`src/design/wsd_pkg.sv`:
```
`default_nettype none
package wsd_pkg;

  localparam logic [2:0] PH_HDR0   = 3'd0;
  localparam logic [2:0] PH_HDR1   = 3'd1;
  localparam logic [2:0] PH_EXTLEN = 3'd2;
  localparam logic [2:0] PH_MASK   = 3'd3;
  localparam logic [2:0] PH_DATA   = 3'd4;
  localparam logic [2:0] PH_DEAD   = 3'd5;

  localparam logic [1:0] KIND_DATA  = 2'd0;
  localparam logic [1:0] KIND_EMPTY = 2'd1;
  localparam logic [1:0] KIND_ERROR = 2'd2;

  localparam logic [6:0] LEN_EXT16 = 7'h7E;
  localparam logic [6:0] LEN_EXT64 = 7'h7F;

  localparam logic [2:0] EXT16_BYTES_M1 = 3'd1;
  localparam logic [2:0] EXT64_BYTES_M1 = 3'd7;

  typedef struct packed {
    logic       valid;
    logic [1:0] kind;
    logic [3:0] opcode;
    logic       compressed;
    logic [7:0] data;
    logic       last;
  } res_t;

  typedef struct packed {
    logic       dead;
    logic [2:0] phase;
  } status_t;

endpackage
`default_nettype wire

```
`src/design/wsd_in_stage.sv`:
```
`default_nettype none
module wsd_in_stage (
  input  wire logic       clk,
  input  wire logic       rst,
  input  wire logic       in_valid,
  output logic            in_stall,
  input  wire logic [7:0] rx_byte,
  input  wire logic       take,
  output logic            full,
  output logic [7:0]      byte_q
);

  logic accept;

  assign in_stall = full && !take;
  assign accept   = in_valid && !in_stall;

  always_ff @(posedge clk) begin
    if (rst) begin
      full <= 1'b0;
    end else if (accept) begin
      full <= 1'b1;
    end else if (take) begin
      full <= 1'b0;
    end
  end

  always_ff @(posedge clk) begin
    if (accept) begin
      byte_q <= rx_byte;
    end
  end

endmodule
`default_nettype wire

```
`src/design/wsd_parser.sv`:
```
`default_nettype none
module wsd_parser
  import wsd_pkg::*;
(
  input  wire logic       clk,
  input  wire logic       rst,
  input  wire logic       step,
  input  wire logic [7:0] b,
  output res_t            res,
  output status_t         status
);

  logic [2:0]  phase, phase_next;
  logic [3:0]  frame_opcode, frame_opcode_next;
  logic        frame_compressed, frame_compressed_next;
  logic        frame_masked, frame_masked_next;
  logic [63:0] length_left, length_left_next;
  logic [2:0]  field_bytes_left, field_bytes_left_next;
  logic [31:0] mask_key, mask_key_next;
  logic [1:0]  key_index, key_index_next;
  logic        error_seen, error_seen_next;

  logic [63:0] len_ext;
  logic [63:0] len_hdr;
  logic [7:0]  keyb;
  logic        is_last;

  assign len_ext = {length_left[55:0], b};
  assign len_hdr = {57'd0, b[6:0]};
  assign is_last = (length_left == 64'd1);

  always_comb begin
    case (key_index)
      2'd0:    keyb = mask_key[31:24];
      2'd1:    keyb = mask_key[23:16];
      2'd2:    keyb = mask_key[15:8];
      default: keyb = mask_key[7:0];
    endcase
  end

  always_comb begin
    phase_next            = phase;
    frame_opcode_next     = frame_opcode;
    frame_compressed_next = frame_compressed;
    frame_masked_next     = frame_masked;
    length_left_next      = length_left;
    field_bytes_left_next = field_bytes_left;
    mask_key_next         = mask_key;
    key_index_next        = key_index;
    error_seen_next       = error_seen;
    res.valid      = 1'b0;
    res.kind       = KIND_DATA;
    res.opcode     = frame_opcode;
    res.compressed = frame_compressed;
    res.data       = 8'd0;
    res.last       = 1'b1;

    if (step && !error_seen) begin
      case (phase)
        PH_HDR0: begin
          frame_opcode_next     = b[3:0];
          frame_compressed_next = b[6];
          if (!b[7] || b[3:0] == 4'd0) begin
            error_seen_next = 1'b1;
            phase_next      = PH_DEAD;
            res.valid       = 1'b1;
            res.kind        = KIND_ERROR;
            res.opcode      = b[3:0];
            res.compressed  = b[6];
          end else begin
            phase_next = PH_HDR1;
          end
        end
        PH_HDR1: begin
          frame_masked_next = b[7];
          mask_key_next     = 32'd0;
          key_index_next    = 2'd0;
          length_left_next  = 64'd0;
          if (b[6:0] == LEN_EXT16) begin
            field_bytes_left_next = EXT16_BYTES_M1;
            phase_next            = PH_EXTLEN;
          end else if (b[6:0] == LEN_EXT64) begin
            field_bytes_left_next = EXT64_BYTES_M1;
            phase_next            = PH_EXTLEN;
          end else begin
            length_left_next = len_hdr;
            if (b[7]) begin
              phase_next = PH_MASK;
            end else if (b[6:0] == 7'd0) begin
              phase_next = PH_HDR0;
              res.valid  = 1'b1;
              res.kind   = KIND_EMPTY;
            end else begin
              phase_next = PH_DATA;
            end
          end
        end
        PH_EXTLEN: begin
          length_left_next = len_ext;
          if (field_bytes_left == 3'd0) begin
            key_index_next = 2'd0;
            if (frame_masked) begin
              phase_next = PH_MASK;
            end else if (len_ext == 64'd0) begin
              phase_next = PH_HDR0;
              res.valid  = 1'b1;
              res.kind   = KIND_EMPTY;
            end else begin
              phase_next = PH_DATA;
            end
          end else begin
            field_bytes_left_next = field_bytes_left - 3'd1;
          end
        end
        PH_MASK: begin
          mask_key_next = {mask_key[23:0], b};
          if (key_index == 2'd3) begin
            key_index_next = 2'd0;
            if (length_left == 64'd0) begin
              phase_next = PH_HDR0;
              res.valid  = 1'b1;
              res.kind   = KIND_EMPTY;
            end else begin
              phase_next = PH_DATA;
            end
          end else begin
            key_index_next = key_index + 2'd1;
          end
        end
        PH_DATA: begin
          key_index_next   = key_index + 2'd1;
          length_left_next = length_left - 64'd1;
          res.valid        = 1'b1;
          res.kind         = KIND_DATA;
          res.data         = b ^ keyb;
          res.last         = is_last;
          if (is_last) begin
            phase_next = PH_HDR0;
          end
        end
        default: begin
        end
      endcase
    end
  end

  always_ff @(posedge clk) begin
    if (rst) begin
      phase            <= PH_HDR0;
      frame_opcode     <= 4'd0;
      frame_compressed <= 1'b0;
      frame_masked     <= 1'b0;
      length_left      <= 64'd0;
      field_bytes_left <= 3'd0;
      mask_key         <= 32'd0;
      key_index        <= 2'd0;
      error_seen       <= 1'b0;
    end else begin
      phase            <= phase_next;
      frame_opcode     <= frame_opcode_next;
      frame_compressed <= frame_compressed_next;
      frame_masked     <= frame_masked_next;
      length_left      <= length_left_next;
      field_bytes_left <= field_bytes_left_next;
      mask_key         <= mask_key_next;
      key_index        <= key_index_next;
      error_seen       <= error_seen_next;
    end
  end

  assign status.dead  = error_seen;
  assign status.phase = phase;

endmodule
`default_nettype wire

```
`src/design/wsd_out_stage.sv`:
```
`default_nettype none
module wsd_out_stage
  import wsd_pkg::*;
(
  input  wire logic  clk,
  input  wire logic  rst,
  input  wire res_t  res,
  output logic       can_load,
  output logic       out_valid,
  input  wire logic  out_stall,
  output logic [1:0] kind,
  output logic [3:0] opcode,
  output logic       compressed,
  output logic [7:0] data,
  output logic       last
);

  assign can_load = !out_valid || !out_stall;

  always_ff @(posedge clk) begin
    if (rst) begin
      out_valid <= 1'b0;
    end else if (can_load) begin
      out_valid <= res.valid;
    end
  end

  always_ff @(posedge clk) begin
    if (can_load && res.valid) begin
      kind       <= res.kind;
      opcode     <= res.opcode;
      compressed <= res.compressed;
      data       <= res.data;
      last       <= res.last;
    end
  end

endmodule
`default_nettype wire

```
`src/design/websocket_frame_deframer.sv`:
```
// flow: a byte accepted into the input stage is parsed when that stage steps, and its
//   result is registered in the output stage; a held output stall delays both steps
// throughput: one byte per cycle while the output is not stalled, set by the header parser and
//   the 64-bit length countdown between the input and result registers
// reset: synchronous active-high rst returns the parser to await header byte zero
//   and clears all frame state, the error flag and both stage valids
`default_nettype none
module websocket_frame_deframer
  import wsd_pkg::*;
(
  input  wire logic       clk,
  input  wire logic       rst,
  input  wire logic       in_valid,
  output logic            in_stall,
  input  wire logic [7:0] rx_byte,
  output logic            out_valid,
  input  wire logic       out_stall,
  output logic [1:0]      kind,
  output logic [3:0]      opcode,
  output logic            compressed,
  output logic [7:0]      data,
  output logic            last
);

  logic       full;
  logic [7:0] byte_q;
  logic       can_load;
  logic       step;
  res_t       res;
  status_t    status;

  assign step = full && can_load;

  wsd_in_stage u_in (
    .clk      (clk),
    .rst      (rst),
    .in_valid (in_valid),
    .in_stall (in_stall),
    .rx_byte  (rx_byte),
    .take     (step),
    .full     (full),
    .byte_q   (byte_q)
  );

  wsd_parser u_parser (
    .clk    (clk),
    .rst    (rst),
    .step   (step),
    .b      (byte_q),
    .res    (res),
    .status (status)
  );

  wsd_out_stage u_out (
    .clk        (clk),
    .rst        (rst),
    .res        (res),
    .can_load   (can_load),
    .out_valid  (out_valid),
    .out_stall  (out_stall),
    .kind       (kind),
    .opcode     (opcode),
    .compressed (compressed),
    .data       (data),
    .last       (last)
  );

`ifndef NO_ASSERTIONS
  a_nonpayload_last: assert property (@(posedge clk) disable iff (rst)
    out_valid && kind != KIND_DATA |-> last && data == 8'd0)
    else $error("empty or error result without last or with data");

  a_error_dead: assert property (@(posedge clk) disable iff (rst)
    out_valid && kind == KIND_ERROR |-> status.dead && status.phase == PH_DEAD)
    else $error("error result while parser is not dead");

  a_stall_full: assert property (@(posedge clk) disable iff (rst)
    in_stall |-> full && out_valid && out_stall)
    else $error("input stalled without a full input stage and blocked output");

  a_dead_quiet: assert property (@(posedge clk) disable iff (rst)
    $past(status.dead) && !$past(rst) |-> !res.valid)
    else $error("result produced after protocol error");
`endif

endmodule
`default_nettype wire

```
`config.mk`:
```
export PLATFORM = sky130hd
export DESIGN_NAME = websocket_frame_deframer
export DESIGN_NICKNAME = d
export VERILOG_FILES = /design/src/design/wsd_pkg.sv /design/src/design/wsd_in_stage.sv /design/src/design/wsd_parser.sv /design/src/design/wsd_out_stage.sv /design/src/design/websocket_frame_deframer.sv
export SDC_FILE = /design/constraint.sdc
export NUM_CORES = 1
export LEC_CHECK = 0
export BUFFER_PORTS_ARGS = -buffer_cell sky130_fd_sc_hd__buf_2
export CAP_MARGIN = 30
export CORE_ASPECT_RATIO = 0.75
export CORE_MARGIN = 2
export CORE_UTILIZATION = 30
export CTS_BUF_LIST = sky130_fd_sc_hd__clkbuf_8
export DETAILED_ROUTE_END_ITERATION = 8
export GPL_TIMING_DRIVEN = 0
export SKIP_LAST_GASP = 1
export SYNTH_ARGS = -nofsm -noshare
export SYNTH_HDL_FRONTEND = slang
export SYNTH_HIERARCHICAL = 1
export SYNTH_SLANG_ARGS = --single-unit
```
`constraint.sdc`:
```
create_clock -name clk -period 4.4 [get_ports clk]
set_clock_uncertainty 0.2 [all_clocks]
set_input_delay 0.22 -clock clk [delete_from_list [all_inputs] [get_ports clk]]
set_output_delay 0.22 -clock clk [all_outputs]
set_load 0.01 [all_outputs]
```
* Word level (Yosys, flattened, before mapping) *
Index checks and enable logic that the tools add are counted.

word-level totals
  bits in registers = 137
  bits in latches = 0
  memory bits (writable) = 0
  memory bits (read-only) = 0
  input bits = 12
  output and inout bits = 18
  word-level logic and storage cells = 111
  memories = 0

cells by class
  add/sub/neg operators = 3
  multiply operators = 0
  div/mod/pow operators = 0
  $lt $le $gt $ge = 0
  equal/unequal tests = 15
  shift-type cells = 0
  muxes and demuxes = 40
  bitwise operators = 1
  reduce and logical (&&, ||, !) cells = 35

operators by type and width
  operator                                                                 number
  64-bit case mux with 3 select lines                                      1
  64-bit logical NOT                                                       2
  3-bit two-way mux                                                        23
  64-bit by 1-bit equality test with 1-bit output (second input constant)  1
  64-bit two-way mux                                                       1
  32-bit case mux with 2 select lines                                      1
  64-bit by 1-bit subtractor with 64-bit output (second input constant)    1
  3-bit case mux with 5 select lines                                       2
  8-bit case mux with 3 select lines                                       1
  17-bit two-way mux                                                       1
  7-bit equality test (second input constant)                              2
  2-bit AND reduction                                                      5
  9-bit two-way mux                                                        1
  8-bit two-way mux                                                        1
  2-bit case mux with 4 select lines                                       1
  8-bit bitwise XOR                                                        1
  7-bit logical NOT                                                        1
  7-bit two-way mux                                                        1
  3-bit by 2-bit equality test with 1-bit output (second input constant)   2
  1-bit logical NOT                                                        6
  3-bit logical NOT                                                        2
  2-bit by 1-bit != test with 1-bit output (second input constant)         3
  3-bit case mux with 2 select lines                                       1
  3-bit AND reduction                                                      2
  21 further kinds                                                         31

* Longest topological paths before layout *
  depth after elaboration = 8
  depth in mapped cells = 10
  depth with buffers taken out = 9

* Cells and area by module *
The synthesis kept the hierarchy.

by module, submodules not included
  module                    times used  cells each  area an instance (µm²)  seq. area each (µm²)
  wsd_parser                1           859         6532.5                  2222.1
  wsd_out_stage             1           21          519.2                   500.5
  wsd_in_stage              1           12          290.3                   260.2
  websocket_frame_deframer  1           1           6.3                     0.0

* Worst setup path before layout *
No wires, ideal clock.

  kind = reg-to-reg
  from = reg u_parser.length_left[17]
  to = reg u_out.compressed, enable pin
  library setup time = 0.374 ns
  data arrival time = 3.057 ns
  data required time = 3.826 ns
  path slack = 0.769 ns
  cell stages (with the launch flop) = 9
  period minus slack after synthesis = 3.631 ns
  cells stage by stage = dfxtp_1 buf_2 or4_4 or4_4 nor4_4 nand3_1 o311a_1 a21oi_1 and2_1

RTL lines
  item                    RTL line             RTL
  from (decl)             wsd_parser.sv:17     logic [63:0] length_left, length_left_next;
  from (signal assigned)  wsd_parser.sv:163    length_left <= length_left_next;
  to (signal assigned)    wsd_out_stage.sv:32  compressed <= res.compressed;
  to (decl)               wsd_out_stage.sv:13  output logic compressed,

==> metrics.cfg <==
[global_route]
grt_pass1_wl_mm = 40.49
grt_max_degree = 17
grt_pass1_vias = 6892
antenna_found_initial = 0
grtUsageTotal_pct = 20.36
gr-total-overflow = 0

[finish]
final_cell_area_um2 = 8437
n_fill_cell = 2551
drive_above_1_share_pct = 9.617
final_common_cell = nor2_1
area_growth_pct = 14.93
insertedDiodeCount = 0
layout.nets = 974
final_cell_mix = 124 x nor2_1, 113 x dfxtp_1, 74 x nand2_1, 59 x a21oi_1, 55 x o21ai_0

[sta]
max_slew.worst_pin.slew_ns = 0.9450
timing.final.crit_share_pct = 95.35
final_hold_viol_count = 0
grt_setup_unrepaired = no
setup_tns_ns = 0
fmax_ghz = 0.2383
post-route-min-period_ns = 4.196
max_slew_margin_pct = 37.00
setup_viol = 0
slew_violations = 0

[clock_network]
clock-root-buffer = clkbuf_8
cts_inserted_buffers = 17
cts_setup_buffers = 0
clkTransAtPathRegs_ns = 0.10
h-tree-depth = 4
clk_path_buf_depth = 2
cts_sinks = 137
cts_tree = done
clk_latency_ns = 0.48

[worst_setup_path]
reg2reg_from = u_parser/length_left[36]
cp-start-kind = register
critPathKind = reg -> reg
end_kind = register
reg2regPathDepth = 8
worst_ep_required_time_ns = 4.32
r2r-end = u_out/opcode[3]
arrival_ns = 4.11
r2r_setup_slack_ns = 0.20
crit_fanout = 16

[routing]
drc = 0
drtIter0Drc = 1107
drtPass1Iterations = 9
ant_nets = 0
vias = 7677
wirelength_mm = 26.29
wire_per_inst_um = 20.26
vias_per_cell = 5.914

[logic_synthesis]
syn_nets = 912
synth.avg_cell_area_um2 = 8.230
synth_area_um2 = 7341
ys.warnings.count = 6
synthCells = 892

[worst_hold_path]
whs_path_depth = 4
worstHoldStart = rst
min_to = u_parser/length_left[41]
hp-class = in -> reg

[floorplan]
row_count = 49
core_um2 = 24030
die_y_um = 139.5
die_area_um2 = 25750
die_w_um = 184.6
floorplan.initialDensity_pct = 30.54
io_pins = 30

[placement]
placed_cell_area_um2 = 7918
portBuffers = 29
place_congestion = 0.9009
place.detailed.hpwl_mm = 18.68

[power_and_ir_drop]
p_leak_nw = 2.913
p_total_mw = 3.552
cellPowerDensity_nw_per_um2 = 421.1
peakVddDrop_mv = 0.1862

[run]
max-cap-violations = 0

[status]
status = complete, no violations

per-layer routing:
layer	global-route usage (%)	share of wire, %	routed length, um
met4	5.347	1.6	409
met1	31.55	47	12330
met2	26.34	39	10170
met5	0	0	0
met3	6.595	13	3372
critical path, stage by stage (launching register included):
cell	delay [ns]
dfxtp_1	0.39
or4_1	0.53
clkbuf_1	0.17
or4_1	0.60
nor2_1	0.57
nand3_1	0.22
o311a_1	0.45
a21oi_1	0.23
and2_2	0.46
layout make-up:
| cell class | count | area (um^2) | share of cell area (%) |
|---|---|---|---|
| inverters | 19 | 71.32 | 0.8453 |
| clock inverters | 15 | 163.9 | 1.943 |
| multi-input cells | 676 | 4054 | 48.05 |
| repair buffers | 43 | 277.8 | 3.292 |
| well taps | 331 | 414.1 | 4.909 |
| flip-flops and latches | 137 | 2983 | 35.36 |
| plain buffers | 60 | 239.0 | 2.833 |
| clock buffers | 17 | 234.0 | 2.773 |
flip-flops by register name, summed over array words and instances (netlist names):
register and flops:
u_parser/phase 3, u_parser/length_left 64, u_in/byte_q 8, u_parser/frame_opcode 4, u_parser/key_index 2, u_parser/frame_compressed 1
u_parser/frame_masked 1, u_out/last 1, u_out/opcode 4, u_out/compressed 1, u_parser/error_seen 1, u_out/data 8
u_out/kind 2, u_parser/mask_key 32, u_out/out_valid 1, u_parser/field_bytes_left 3, u_in/full 1
report_power, final:
part	internal (mW)	switching (mW)
sequential	1.32	0.0511
clock	0.512	0.558
combinational	0.337	0.772
per-stage QoR:
stage               utilization, %  hold WS [ns]  instances  setup WS [ns]
finish                       35.11       0.04540       1298         0.2044
global route                 35.11       0.05526       1298        0.08952
CTS                          35.10       0.01110       1298       0.005901
detailed placement           32.94        0.1985       1254        0.01541
global placement             32.87        0.1987       1252        0.02599
floorplan                        -       0.09238        892         0.7688
how the worst max path moves through the flow:
stage                                   from               end  slack (ns)  cells after the start
finish              u_parser/length_left[36]   u_out/opcode[3]        0.20                      8
global route        u_parser/length_left[22]   u_out/opcode[3]        0.09                      7
CTS                 u_parser/length_left[22]   u_out/opcode[3]       0.006                      7
detailed placement  u_parser/length_left[22]        u_out/last        0.02                      7
global placement    u_parser/length_left[22]   u_out/opcode[0]        0.03                      7
floorplan           u_parser/length_left[17]  u_out/compressed        0.77                      8
timing repair:
| item | in CTS | in global routing |
|---|---|---|
| endpoints found under the setup margin | 0 | 16 |
| hold buffers | 12 | 0 |
| hold endpoints to repair | 10 | 0 |
| resized for setup | 0 | 1 |
(Power assumes the default switching activity.)
